==> src/rtl/core/dmc_pkg.sv <==
// ----------------------------------------------------------------------------
// dmc_pkg
// shared constants, codes and types of the direct-mapped cache lookup
// ----------------------------------------------------------------------------
package dmc_pkg;

  // field widths of the request and response transactions
  localparam int unsigned CmdW     = 2;
  localparam int unsigned AddrW    = 32;
  localparam int unsigned WdataW   = 16;
  localparam int unsigned KindW    = 3;
  localparam int unsigned SetOutW  = 3;
  localparam int unsigned TagOutW  = 28;
  localparam int unsigned DataOutW = 16;
  localparam int unsigned ByteW    = 8;

  // geometry defaults
  localparam int unsigned NumSetsDefault    = 8;
  localparam int unsigned BlockBytesDefault = 2;

  // a dump reports at most this many lines
  localparam int unsigned MaxResults = 8;
  localparam int unsigned CntW       = $clog2(MaxResults + 1);

  typedef enum logic [CmdW-1:0] {
    CMD_READ  = 2'd0,
    CMD_WRITE = 2'd1,
    CMD_DUMP  = 2'd2
  } cmd_e;

  typedef enum logic [KindW-1:0] {
    KIND_HIT     = 3'd0,
    KIND_MISS    = 3'd1,
    KIND_EVICT   = 3'd2,
    KIND_WRITTEN = 3'd3,
    KIND_DUMP    = 3'd4
  } kind_e;

  typedef enum logic [2:0] {
    ST_CLEAR,
    ST_IDLE,
    ST_LOOKUP,
    ST_WRITE,
    ST_DUMP,
    ST_DUMP_END
  } state_e;

endpackage

==> src/rtl/core/dmc_req_if.sv <==
// ----------------------------------------------------------------------------
// dmc_req_if
// request channel: command, byte address and write block
// ----------------------------------------------------------------------------
interface dmc_req_if
  import dmc_pkg::*;
();

  logic              valid;
  logic              ready;
  logic [CmdW-1:0]   command;
  logic [AddrW-1:0]  address;
  logic [WdataW-1:0] write_data;

  modport source (output valid, output command, output address, output write_data,
                  input ready);
  modport sink   (input valid, input command, input address, input write_data,
                  output ready);

endinterface

==> src/rtl/core/dmc_rsp_if.sv <==
// ----------------------------------------------------------------------------
// dmc_rsp_if
// response channel: one reported line or lookup result per transaction
// ----------------------------------------------------------------------------
interface dmc_rsp_if
  import dmc_pkg::*;
();

  logic                valid;
  logic                ready;
  logic [KindW-1:0]    kind;
  logic [SetOutW-1:0]  set_index;
  logic [TagOutW-1:0]  line_tag;
  logic [DataOutW-1:0] line_data;
  logic [ByteW-1:0]    read_byte;
  logic                last;

  modport source (output valid, output kind, output set_index, output line_tag,
                  output line_data, output read_byte, output last, input ready);
  modport sink   (input valid, input kind, input set_index, input line_tag,
                  input line_data, input read_byte, input last, output ready);

endinterface

==> src/rtl/core/dmc_ram.sv <==
// ----------------------------------------------------------------------------
// dmc_ram
// generic single-port ram with registered read data
// ----------------------------------------------------------------------------
module dmc_ram #(
  parameter int unsigned Width = 8,
  parameter int unsigned Depth = 8
) (
  input  logic                     clk_i,
  input  logic                     we_i,
  input  logic                     re_i,
  input  logic [$clog2(Depth)-1:0] addr_i,
  input  logic [Width-1:0]         wdata_i,
  output logic [Width-1:0]         rdata_o
);

  logic [Width-1:0] mem [Depth];
  logic [Width-1:0] rdata_q;

  always_ff @(posedge clk_i) begin
    if (we_i) begin
      mem[addr_i] <= wdata_i;
    end
    if (re_i) begin
      rdata_q <= mem[addr_i];
    end
  end

  assign rdata_o = rdata_q;

endmodule

==> src/rtl/core/direct_mapped_cache_lookup.sv <==
// ----------------------------------------------------------------------------
// direct_mapped_cache_lookup
// direct-mapped cache directory with read, block write and dump commands
// ----------------------------------------------------------------------------
// Each line (valid bit, tag and block) lives in one entry of a single-port
// ram with a registered read, so every read or write is a read of the
// entry followed by the lookup state that decides, reports and, for a
// write, writes the entry back; a write that evicts a valid line with
// another tag reports the victim first and writes the entry back in the
// write state. Each result is loaded into the output register once that
// register is free. The next request is taken once the result has been
// loaded, so no new request is taken while one is in flight. A dump walks
// the sets one ram read per cycle while the output side does not stall,
// and reports at most 8 valid lines in set order, last on the final one.
// After reset a clearing pass invalidates every entry; no request is taken
// during it. NUM_SETS and BLOCK_BYTES must be powers of two: the offset is
// the low log2(BLOCK_BYTES) address bits, the set the next log2(NUM_SETS)
// bits and the tag the rest. At most two bytes of a block can be written,
// higher bytes read back as zero for blocks of up to eight bytes.
module direct_mapped_cache_lookup
  import dmc_pkg::*;
#(
  parameter int unsigned NUM_SETS    = NumSetsDefault,
  parameter int unsigned BLOCK_BYTES = BlockBytesDefault
) (
  input  logic clk_i,
  input  logic rst_ni,
  dmc_req_if.sink   in_i,
  dmc_rsp_if.source out_o
);

  // address split
  localparam int unsigned OffW   = $clog2(BLOCK_BYTES);
  localparam int unsigned SetW   = $clog2(NUM_SETS);
  localparam int unsigned TagW   = AddrW - OffW - SetW;
  // at most two bytes of a block are stored, the rest reads as zero for blocks up to eight bytes
  localparam int unsigned DataW  = (8 * BLOCK_BYTES < DataOutW) ? 8 * BLOCK_BYTES : DataOutW;
  localparam int unsigned EntryW = 1 + TagW + DataW;
  localparam logic [SetW-1:0] LastSet = SetW'(NUM_SETS - 1);

  // control state
  state_e          state_q, state_d;
  logic [SetW-1:0] ptr_q, ptr_d;      // clearing and dump walk pointer
  logic [CntW-1:0] cnt_q, cnt_d;      // lines taken by the current dump
  logic            pend_q, pend_d;    // a dump line held until its last flag is known
  logic            out_valid_q;

  // latched request
  logic             lat_is_write_q;
  logic [AddrW-1:0] lat_addr_q;
  logic [DataW-1:0] lat_wdata_q;

  // held dump line
  logic             pend_load;
  logic [SetW-1:0]  pend_set_q;
  logic [TagW-1:0]  pend_tag_q;
  logic [DataW-1:0] pend_data_q;

  // output register
  logic                out_load;
  logic                out_free;
  kind_e               out_kind_q, out_kind_d;
  logic [SetOutW-1:0]  out_set_q, out_set_d;
  logic [TagOutW-1:0]  out_tag_q, out_tag_d;
  logic [DataOutW-1:0] out_data_q, out_data_d;
  logic [ByteW-1:0]    out_byte_q, out_byte_d;
  logic                out_last_q, out_last_d;

  // ram port
  logic              ram_we;
  logic              ram_re;
  logic [SetW-1:0]   ram_addr;
  logic [EntryW-1:0] ram_wdata;
  logic [EntryW-1:0] ram_rdata;

  logic              in_acc;
  logic [SetW-1:0]   in_set;
  logic [SetW-1:0]   lat_set;
  logic [TagW-1:0]   lat_tag;
  logic [2:0]        lat_off;
  logic              r_valid;
  logic [TagW-1:0]   r_tag;
  logic [DataW-1:0]  r_data;
  logic [DataOutW-1:0] r_data_ext;
  logic [ByteW-1:0]  r_byte;
  logic              r_hit;
  logic              take;

  assign in_acc  = in_i.valid && in_i.ready;
  assign in_set  = SetW'(in_i.address >> OffW);
  assign lat_set = SetW'(lat_addr_q >> OffW);
  assign lat_tag = TagW'(lat_addr_q >> (OffW + SetW));
  // byte offset within the block, as the low three address bits allow
  assign lat_off = lat_addr_q[2:0] & 3'(BLOCK_BYTES - 1);

  // fields of the entry last read from the ram
  assign r_valid    = ram_rdata[EntryW-1];
  assign r_tag      = ram_rdata[DataW +: TagW];
  assign r_data     = ram_rdata[DataW-1:0];
  assign r_data_ext = DataOutW'(r_data);
  assign r_hit      = r_valid && (r_tag == lat_tag);
  assign take       = r_valid;

  always_comb begin
    priority if (lat_off == 3'd0) begin
      r_byte = r_data_ext[7:0];
    end else if (lat_off == 3'd1) begin
      r_byte = r_data_ext[15:8];
    end else begin
      r_byte = '0;
    end
  end

  // output register can take a new result this cycle
  assign out_free = !out_valid_q || out_o.ready;

  dmc_ram #(
    .Width (EntryW),
    .Depth (NUM_SETS)
  ) u_line_ram (
    .clk_i   (clk_i),
    .we_i    (ram_we),
    .re_i    (ram_re),
    .addr_i  (ram_addr),
    .wdata_i (ram_wdata),
    .rdata_o (ram_rdata)
  );

  // state register and control counters
  always_ff @(posedge clk_i or negedge rst_ni) begin
    if (!rst_ni) begin
      state_q     <= ST_CLEAR;
      ptr_q       <= '0;
      cnt_q       <= '0;
      pend_q      <= 1'b0;
      out_valid_q <= 1'b0;
    end else begin
      state_q     <= state_d;
      ptr_q       <= ptr_d;
      cnt_q       <= cnt_d;
      pend_q      <= pend_d;
      out_valid_q <= out_load || (out_valid_q && !out_o.ready);
    end
  end

  // payload registers
  always_ff @(posedge clk_i) begin
    if (in_acc) begin
      lat_is_write_q <= (in_i.command == CMD_WRITE);
      lat_addr_q     <= in_i.address;
      lat_wdata_q    <= DataW'(in_i.write_data);
    end
    if (pend_load) begin
      pend_set_q  <= ptr_q;
      pend_tag_q  <= r_tag;
      pend_data_q <= r_data;
    end
    if (out_load) begin
      out_kind_q <= out_kind_d;
      out_set_q  <= out_set_d;
      out_tag_q  <= out_tag_d;
      out_data_q <= out_data_d;
      out_byte_q <= out_byte_d;
      out_last_q <= out_last_d;
    end
  end

  // next state, ram control and result selection
  always_comb begin
    state_d    = state_q;
    ptr_d      = ptr_q;
    cnt_d      = cnt_q;
    pend_d     = pend_q;
    pend_load  = 1'b0;
    ram_we     = 1'b0;
    ram_re     = 1'b0;
    ram_addr   = lat_set;
    ram_wdata  = {1'b1, lat_tag, lat_wdata_q};
    in_i.ready = 1'b0;
    out_load   = 1'b0;
    out_kind_d = KIND_WRITTEN;
    out_set_d  = SetOutW'(lat_set);
    out_tag_d  = TagOutW'(lat_tag);
    out_data_d = DataOutW'(lat_wdata_q);
    out_byte_d = '0;
    out_last_d = 1'b1;

    unique case (state_q)
      ST_CLEAR: begin
        // invalidate one entry per cycle after reset
        ram_we    = 1'b1;
        ram_addr  = ptr_q;
        ram_wdata = '0;
        if (ptr_q == LastSet) begin
          ptr_d   = '0;
          state_d = ST_IDLE;
        end else begin
          ptr_d = ptr_q + 1'b1;
        end
      end

      ST_IDLE: begin
        in_i.ready = 1'b1;
        ram_addr   = in_set;
        if (in_acc) begin
          case (cmd_e'(in_i.command))
            CMD_READ, CMD_WRITE: begin
              ram_re  = 1'b1;
              state_d = ST_LOOKUP;
            end
            CMD_DUMP: begin
              ram_re   = 1'b1;
              ram_addr = '0;
              ptr_d    = '0;
              cnt_d    = '0;
              state_d  = ST_DUMP;
            end
            default: begin
              // unused code, dropped without a result
            end
          endcase
        end
      end

      ST_LOOKUP: begin
        if (out_free) begin
          out_load = 1'b1;
          if (!lat_is_write_q) begin
            out_kind_d = r_hit ? KIND_HIT : KIND_MISS;
            out_data_d = r_hit ? r_data_ext : '0;
            out_byte_d = r_hit ? r_byte : '0;
            state_d    = ST_IDLE;
          end else if (r_valid && (r_tag != lat_tag)) begin
            // report the victim first, write in ST_WRITE once the output register is free
            out_kind_d = KIND_EVICT;
            out_tag_d  = TagOutW'(r_tag);
            out_data_d = r_data_ext;
            out_last_d = 1'b0;
            state_d    = ST_WRITE;
          end else begin
            ram_we  = 1'b1;
            state_d = ST_IDLE;
          end
        end
      end

      ST_WRITE: begin
        if (out_free) begin
          out_load = 1'b1;
          ram_we   = 1'b1;
          state_d  = ST_IDLE;
        end
      end

      ST_DUMP: begin
        // ram data is the entry at ptr_q, prefetch the next one
        ram_addr = ptr_q + 1'b1;
        if (!(take && pend_q && !out_free)) begin
          if (take) begin
            pend_load = 1'b1;
            pend_d    = 1'b1;
            cnt_d     = cnt_q + 1'b1;
            if (pend_q) begin
              // a later valid line exists, so the held one is not last
              out_load   = 1'b1;
              out_kind_d = KIND_DUMP;
              out_set_d  = SetOutW'(pend_set_q);
              out_tag_d  = TagOutW'(pend_tag_q);
              out_data_d = DataOutW'(pend_data_q);
              out_last_d = 1'b0;
            end
          end
          if ((ptr_q == LastSet) || (take && (cnt_q == CntW'(MaxResults - 1)))) begin
            state_d = ST_DUMP_END;
          end else begin
            ptr_d  = ptr_q + 1'b1;
            ram_re = 1'b1;
          end
        end
      end

      ST_DUMP_END: begin
        if (!pend_q) begin
          state_d = ST_IDLE;
        end else if (out_free) begin
          out_load   = 1'b1;
          out_kind_d = KIND_DUMP;
          out_set_d  = SetOutW'(pend_set_q);
          out_tag_d  = TagOutW'(pend_tag_q);
          out_data_d = DataOutW'(pend_data_q);
          out_last_d = 1'b1;
          pend_d     = 1'b0;
          state_d    = ST_IDLE;
        end
      end

      default: begin
        state_d = ST_IDLE;
      end
    endcase
  end

  assign out_o.valid     = out_valid_q;
  assign out_o.kind      = out_kind_q;
  assign out_o.set_index = out_set_q;
  assign out_o.line_tag  = out_tag_q;
  assign out_o.line_data = out_data_q;
  assign out_o.read_byte = out_byte_q;
  assign out_o.last      = out_last_q;

  // a line write outside the clearing pass always reports the written line
  assert property (@(posedge clk_i) disable iff (!rst_ni)
    (ram_we && (state_q != ST_CLEAR)) |-> (out_load && (out_kind_d == KIND_WRITTEN)))
    else $error("line write without written-line result");

  // a victim report is never the final result of its write
  assert property (@(posedge clk_i) disable iff (!rst_ni)
    (out_load && (out_kind_d == KIND_EVICT)) |-> !out_last_d)
    else $error("evicted line flagged last");

  // a pending result is never overwritten while stalled
  assert property (@(posedge clk_i) disable iff (!rst_ni)
    (out_valid_q && !out_o.ready) |-> !out_load)
    else $error("output register overwritten under stall");

  // a held dump line exists only while a dump is in progress
  assert property (@(posedge clk_i) disable iff (!rst_ni)
    pend_q |-> ((state_q == ST_DUMP) || (state_q == ST_DUMP_END)))
    else $error("dump line held outside a dump");

  // a dump never takes more lines than it may report
  assert property (@(posedge clk_i) disable iff (!rst_ni)
    cnt_q <= CntW'(MaxResults))
    else $error("dump line count overflow");

endmodule
==> src/flat_wrapper.sv <==
// flat-port wrapper written by rule: the top's interface ports become plain ports
module direct_mapped_cache_lookup_flat import dmc_pkg::*;
#(
  parameter int unsigned NUM_SETS    = NumSetsDefault,
  parameter int unsigned BLOCK_BYTES = BlockBytesDefault
)
  (clk_i, rst_ni, in_i_valid, in_i_command, in_i_address, in_i_write_data, in_i_ready, out_o_valid, out_o_kind, out_o_set_index, out_o_line_tag, out_o_line_data, out_o_read_byte, out_o_last, out_o_ready);
  dmc_req_if in_i_i ();
  dmc_rsp_if out_o_i ();
  input  logic clk_i;
  input  logic rst_ni;
  input wire logic [$bits(in_i_i.valid)-1:0] in_i_valid;
  input wire logic [$bits(in_i_i.command)-1:0] in_i_command;
  input wire logic [$bits(in_i_i.address)-1:0] in_i_address;
  input wire logic [$bits(in_i_i.write_data)-1:0] in_i_write_data;
  output wire logic [$bits(in_i_i.ready)-1:0] in_i_ready;
  output wire logic [$bits(out_o_i.valid)-1:0] out_o_valid;
  output wire logic [$bits(out_o_i.kind)-1:0] out_o_kind;
  output wire logic [$bits(out_o_i.set_index)-1:0] out_o_set_index;
  output wire logic [$bits(out_o_i.line_tag)-1:0] out_o_line_tag;
  output wire logic [$bits(out_o_i.line_data)-1:0] out_o_line_data;
  output wire logic [$bits(out_o_i.read_byte)-1:0] out_o_read_byte;
  output wire logic [$bits(out_o_i.last)-1:0] out_o_last;
  input wire logic [$bits(out_o_i.ready)-1:0] out_o_ready;
  assign in_i_i.valid = in_i_valid;
  assign in_i_i.command = in_i_command;
  assign in_i_i.address = in_i_address;
  assign in_i_i.write_data = in_i_write_data;
  assign in_i_ready = in_i_i.ready;
  assign out_o_valid = out_o_i.valid;
  assign out_o_kind = out_o_i.kind;
  assign out_o_set_index = out_o_i.set_index;
  assign out_o_line_tag = out_o_i.line_tag;
  assign out_o_line_data = out_o_i.line_data;
  assign out_o_read_byte = out_o_i.read_byte;
  assign out_o_last = out_o_i.last;
  assign out_o_i.ready = out_o_ready;
  direct_mapped_cache_lookup #(.NUM_SETS(NUM_SETS), .BLOCK_BYTES(BLOCK_BYTES)) u_core (.clk_i(clk_i), .rst_ni(rst_ni), .in_i(in_i_i), .out_o(out_o_i));
endmodule
==> config.mk <==
export PLATFORM = sky130hd
export DESIGN_NAME = direct_mapped_cache_lookup_flat
export DESIGN_NICKNAME = d
export VERILOG_FILES = /design/src/rtl/core/dmc_pkg.sv /design/src/rtl/core/dmc_req_if.sv /design/src/rtl/core/dmc_rsp_if.sv /design/src/rtl/core/dmc_ram.sv /design/src/rtl/core/direct_mapped_cache_lookup.sv /design/src/flat_wrapper.sv
export SDC_FILE = /design/constraint.sdc
export NUM_CORES = 1
export LEC_CHECK = 0
export BUFFER_PORTS_ARGS = -buffer_cell sky130_fd_sc_hd__buf_4
export CAP_MARGIN = 15
export CELL_PAD_IN_SITES_DETAIL_PLACEMENT = 1
export CELL_PAD_IN_SITES_GLOBAL_PLACEMENT = 2
export CORE_AREA = 2 2 220 222
export DETAILED_ROUTE_END_ITERATION = 8
export DIE_AREA = 0 0 222 224
export PLACE_DENSITY_LB_ADDON = 0.1
export SETUP_SLACK_MARGIN = 0.4
export SYNTH_ARGS = -nofsm -noshare
export SYNTH_HDL_FRONTEND = slang
export SYNTH_SLANG_ARGS = --single-unit
==> constraint.sdc <==
create_clock -name clk_i -period 9 [get_ports clk_i]
set_input_delay 0.9 -clock clk_i [delete_from_list [all_inputs] [get_ports clk_i]]
set_output_delay 0.9 -clock clk_i [all_outputs]
set_load 0.01 [all_outputs]
### Word-level counts from Yosys, hierarchy flattened

Memory sizes are Yosys's and may differ from the RTL's. A register that Yosys moved wholly into a read port is not among the register bits.
Index checks and enable logic that the tools add are counted.

* logic and storage cells: 165
* memory bits (writable): 360
* input port bits: 54
* memories: 1
* output and inout bits: 61
* flip-flop bits (word level): 167

Memory list
* u_core.u_line_ram.mem: depth 8, width 45, rd ports 1, clocked after Yosys merged registers in 1, wr ports 1, RTL line dmc_ram.sv:17 `logic [Width-1:0] mem [Depth];`

* bitwise operators: 3
* add/subtract/negate cells: 2
* eq/ne operators: 20
* reductions and logical operators: 27
* muxes and demuxes: 95

Operators by type and width (count)
* $mux 28: 8
* $mux 16: 9
* $pmux 28 s3: 1
* $mux 3: 27
* $pmux 16 s3: 1
* $mux 45: 1
* $mux 1: 29
* $eq 28x28->1: 1
* $ne 28x28->1: 1
* $pmux 3 s3: 3
* $pmux 3 s6: 1
* $mux 4: 4
* $mux 8: 2
* $pmux 3 s2: 2
* $ne 2x1->1 const B: 5
* $reduce_and 5->1: 2
* $eq 3x3->1 const B: 3
* $pmux 4 s2: 1
* $logic_and 1x1->1: 7
* $eq 3x2->1 const B: 2
* $logic_not 3->1: 2
* $ne 2x2->1 const B: 3
* $pmux 1 s2: 3
* $pmux 1 s3: 2
* 19 further kinds: 27

### Longest topological paths before layout

* depth in word-level cells: 8
* depth in mapped cells: 11
* mapped depth without buffers: 9

### Modules after synthesis

From an unflattened synthesis, not the netlist that was laid out.

* cells, all modules: 1336
* area, all modules: 22582.9 um^2

Modules (own cells, without submodules)
* dmc_ram: area each 15214.6 um^2, cells an instance 762, times used 1, seq. area each 12161.7 um^2
* direct_mapped_cache_lookup: area each 7368.3 um^2, cells an instance 574, times used 1, seq. area each 4954.8 um^2

### Worst setup path before layout

OpenSTA, ideal clock, no wires.

* kind: input to register
* start point: in in_i_command[0]
* end point: mem u_core.u_line_ram.mem[0][0] (netlist bit), enable pin
* data required time: 8.497 ns
* setup time: 0.503 ns
* path buffers: 1
* cell stages on the path: 6
* data arrival time: 5.107 ns
* slack: 3.390 ns
* path through: nand3b_1 and3_1 o22ai_2 clkbuf_1 nand2b_1 nor3_1

* cells in the longest elaborated chain, start to end: 4

Ends and longest elaborated chain
* start, declared: RTL line flat_wrapper.sv:13 `input wire logic [$bits(in_i_i.command)-1:0] in_i_command;`
* $eq 2x2->1: RTL line direct_mapped_cache_lookup.sv:206 `case (cmd_e'(in_i.command))`
* $mux 3: RTL line direct_mapped_cache_lookup.sv:206
* $mux 3: RTL line direct_mapped_cache_lookup.sv:205 `if (in_acc) begin`
* $pmux 3 s3: RTL line direct_mapped_cache_lookup.sv:188 `unique case (state_q)`
* end, declared: RTL line dmc_ram.sv:17

Every way passes these cells.

### Worst setup path in the final report

* start point: reg u_core.state_q[0]
* end point: mem u_core.u_line_ram.mem[7][41] (netlist bit), enable pin

* cells in the longest elaborated chain, start to end: 5
* elaborated cells between the ends (all ways): 12
* those cells by class: eq/ne: 4; mux: 6; reduce/logical: 2

Ends and longest elaborated chain
* start, declared: RTL line direct_mapped_cache_lookup.sv:42 `state_e state_q, state_d;`
* start signal, assigned: RTL line direct_mapped_cache_lookup.sv:138 `state_q <= state_d;`
* $eq 3x1->1: RTL line direct_mapped_cache_lookup.sv:188
* $mux 1: RTL line direct_mapped_cache_lookup.sv:188
* $logic_and 1x1->1: RTL line direct_mapped_cache_lookup.sv:89 `assign in_acc = in_i.valid && in_i.ready;`
* $mux 3: RTL line direct_mapped_cache_lookup.sv:205
* $pmux 3 s3: RTL line direct_mapped_cache_lookup.sv:188

Parallel ways exist; a longest one is shown, timed or not.

==> results.md <==
* Pre-CTS setup slack at 4.71 ns
* Synth Cell Area at 22,600 um2
* Status: completed
* Multi-input gate area at 5100 um2
* Final worst-path cycle share at 46.8%
* Pwr dens at 430 nW/um2
* Avg WL per Cell at 26.5 um
* Root Buffer: clkbuf_16
* CTS Sinks at 572
* Detailed Route Iter0 Violations at 1,344
* Post-synth EDFFs at 560
* # port buffers at 114
* CTS buffer count at 58
* Setup CP Type: flop to flop
* Max_slew headroom at 35.3%
* Req. time, crit path at 9.23 ns
* CTS Buffer Depth at 3
* Worst hold slack at 0.138 ns
* Max Clk Rate at 237 MHz
* Leakage power at 9.19 nW
* Die Footprint at 49,700 um2
* Gr usage total at 25.2%
* Mapped Nets at 1,621
* Placement Cell Area at 24,200 um2
* Antenna violations before repair at 1
* ANT nets after route at 0
* Critical Path End Type: flop
* Avg Vias per Cell at 5.90
* Final setup violation count at 0
* Final instance area at 25,900 um2
* Peak VDD IR at 306 uV
* Nets@finish at 1,745
* WL final at 62,200 um
* Hold-fix buffers, CTS at 0
* Post-synthesis register bit count at 572
* I/O pins at 115
* Fillers at 4,518
* Mean post-synth cell area at 14.4 um2
* Most frequent cell after synthesis: edfxtp_1
* Final cell count without fillers at 2,345
* Skew final at 0.0206 ns
* Final setup margin at 4.79 ns
* Clock slew at reported path FFs at 0.06 ns
* Post-DP HPWL at 38,500 um
* Die W at 222 um
* Vias in the first global route at 14,200
* Distinct cell type count after synthesis at 60
* Number of cells upsized or downsized after cts at 0
* YS warnings at 0
* Die H at 224 um
* Post-Syn Instances at 1,562
* Core ar. at 47,300 um2
* Post-synth top area share at 74.5%
* RSZ-0062 raised after global routing: no
* Drt drc at 0
* Register Area at 17,100 um2
* Synth area leader: edfxtp_1
* Area growth syn-to-layout at 15.0%
* First-pass GRT wire length at 92,800 um
* H-tree Lvls at 2
* Final Util at 54.8%
* Ys async rst share at 2.10%
* Maxcap violations at 0
* Initial core utilization at 47.7%
* Total gr overflow at 0
* Share of layout cells above drive strength 1 at 14.9%
* TritonRoute pass-1 iters at 5
* Top cells by area, synth: edfxtp_1 75%, nand2_1 4.7%, nand3_1 3.3%
* Sequential-to-total area share from yosys stat at 75.9%
* Overall Power at 11.2 mW
* Synth cell count leaders: 560 x edfxtp_1, 285 x nand2_1, 150 x nand3_1
* Startpoint types: flop
* HP Class: input port to async pin
* Worst skew pair latency at 0.61 ns
* Final Max Tran Viols at 0
* Placed cells at 2,241
* TritonCTS clock tree: yes
* Slew @ Worst Pin at 0.971 ns
* Largest net degree at the start of global routing at 69
* CP arrival at 4.44 ns
* Final hold violations at 0
* Vias at 13,800
* Final GP Congestion at 0.820
* Placement Rows at 80
* Ys flop type: edfxtp_1
* Fin crit period at 4.21 ns
* Ant diodes at 0
* Setup Total Neg Slack at 0 ns
* Post-CTS Setup Bufs at 0
* Crit-path max FO at 39
layer usage:
layer	part of all wire [%]	GRT usage, %	vias to the layer above
li1	-	-	6158
met1	46	36.6	7167
met2	45	38.9	419
met3	6.3	4.75	86
met4	2.4	7.89	0
met5	0	0	-
critical path: stages (launching register included):
cell and delay (ns):
dfrtp_1 0.62, a21oi_1 0.87, o22a_2 0.27, buf_4 0.37, nand2_1 0.39, nor3_2 0.58
buf_4 0.68
area by class of cell:
class,instances,area share [%]
Sequential cell,572,66.0
Tap cell,615,2.97
Inverter,30,0.434
Multi-Input combinational cell,875,19.6
Clock inverter,29,0.834
Clock buffer,75,5.84
Timing Repair Buffer,149,4.31
placed cells by master, fill, tap and decap left out, types with 5 or more instances in the layout:
cell type,synthesis,layout
edfxtp_1,560,560
nand2_1,285,285
nand3_1,150,150
buf_4,1,149
clkbuf_16,0,58
nor2_1,51,48
a21oi_1,40,39
a22oi_1,35,35
o21ai_0,35,35
nor2b_1,33,32
inv_1,30,30
a221o_1,22,22
a221oi_1,21,21
mux2i_1,20,20
clkbuf_1,30,17
xor2_1,16,16
o211a_1,16,16
a22o_1,16,16
xnor2_1,14,14
o22ai_1,14,14
clkinv_1,0,14
dfrtp_1,12,12
clkinv_2,0,10
nand2b_1,7,7
nor3_2,0,7
a31oi_1,7,7
a211oi_1,7,7
o211ai_1,6,6
nand4_1,6,6
nor4_1,5,5
and3_1,7,5
ha_1,5,5
final timing paths:
check	start	endpoint	slack, ns	cells after the start
max	u_core.state_q[0]$_DFFE_PN0P_	u_core.u_line_ram.mem[7][41]$_DFFE_PP_	4.79	6
min	rst_ni	u_core.state_q[2]$_DFFE_PN0P_	0.14	1
max in group asynchronous	rst_ni	u_core.pend_q$_DFFE_PN0P_	8.69	1
min in group clk_i	in_i_write_data[11]	u_core.lat_wdata_q[11]$_DFFE_PN_	0.47	1
min reg2reg	u_core.u_line_ram.rdata_o[19]$_DFFE_PP_	u_core.pend_tag_q[3]$_DFFE_PP_	0.51	0
max reg2reg	u_core.state_q[0]$_DFFE_PN0P_	u_core.u_line_ram.mem[7][41]$_DFFE_PP_	4.79	6
where the power goes:
| group | internal [mW] | total, mW | switching, mW | leakage [nW] |
|---|---|---|---|---|
| combinational | 1.16 | 4.31 | 3.16 | 3.01 |
| sequential | 4.23 | 4.61 | 0.376 | 5.33 |
| clock | 1.26 | 2.24 | 0.979 | 0.845 |
flip-flops by register name, indices dropped and copies added, names as in the netlist, 3 cells and up:
name,cells
u_core.cnt_q,4
u_core.lat_addr_q,32
u_core.lat_wdata_q,16
u_core.out_o.kind,3
u_core.out_o.line_data,16
u_core.out_o.line_tag,28
u_core.out_o.read_byte,8
u_core.out_o.set_index,3
u_core.pend_data_q,16
u_core.pend_set_q,3
u_core.pend_tag_q,28
u_core.ptr_q,3
u_core.state_q,3
u_core.u_line_ram.mem,360
u_core.u_line_ram.rdata_o,45
cells by family (layout without fill, tap and decap cells):
group | Yosys count | after routing | synth area share, %
DFF | 572 | 572 | 75.9
and+or+nand+nor | 571 | 571 | 11.4
AOI/OAI and AO/OA | 244 | 244 | 8.00
buffers and inverters | 115 | 283 | 2.17
xor gates and xnor gates | 30 | 30 | 1.16
muxes | 25 | 25 | 1.19
adders and majority gates | 5 | 5 | 0.277
(Power assumes the default switching activity.)
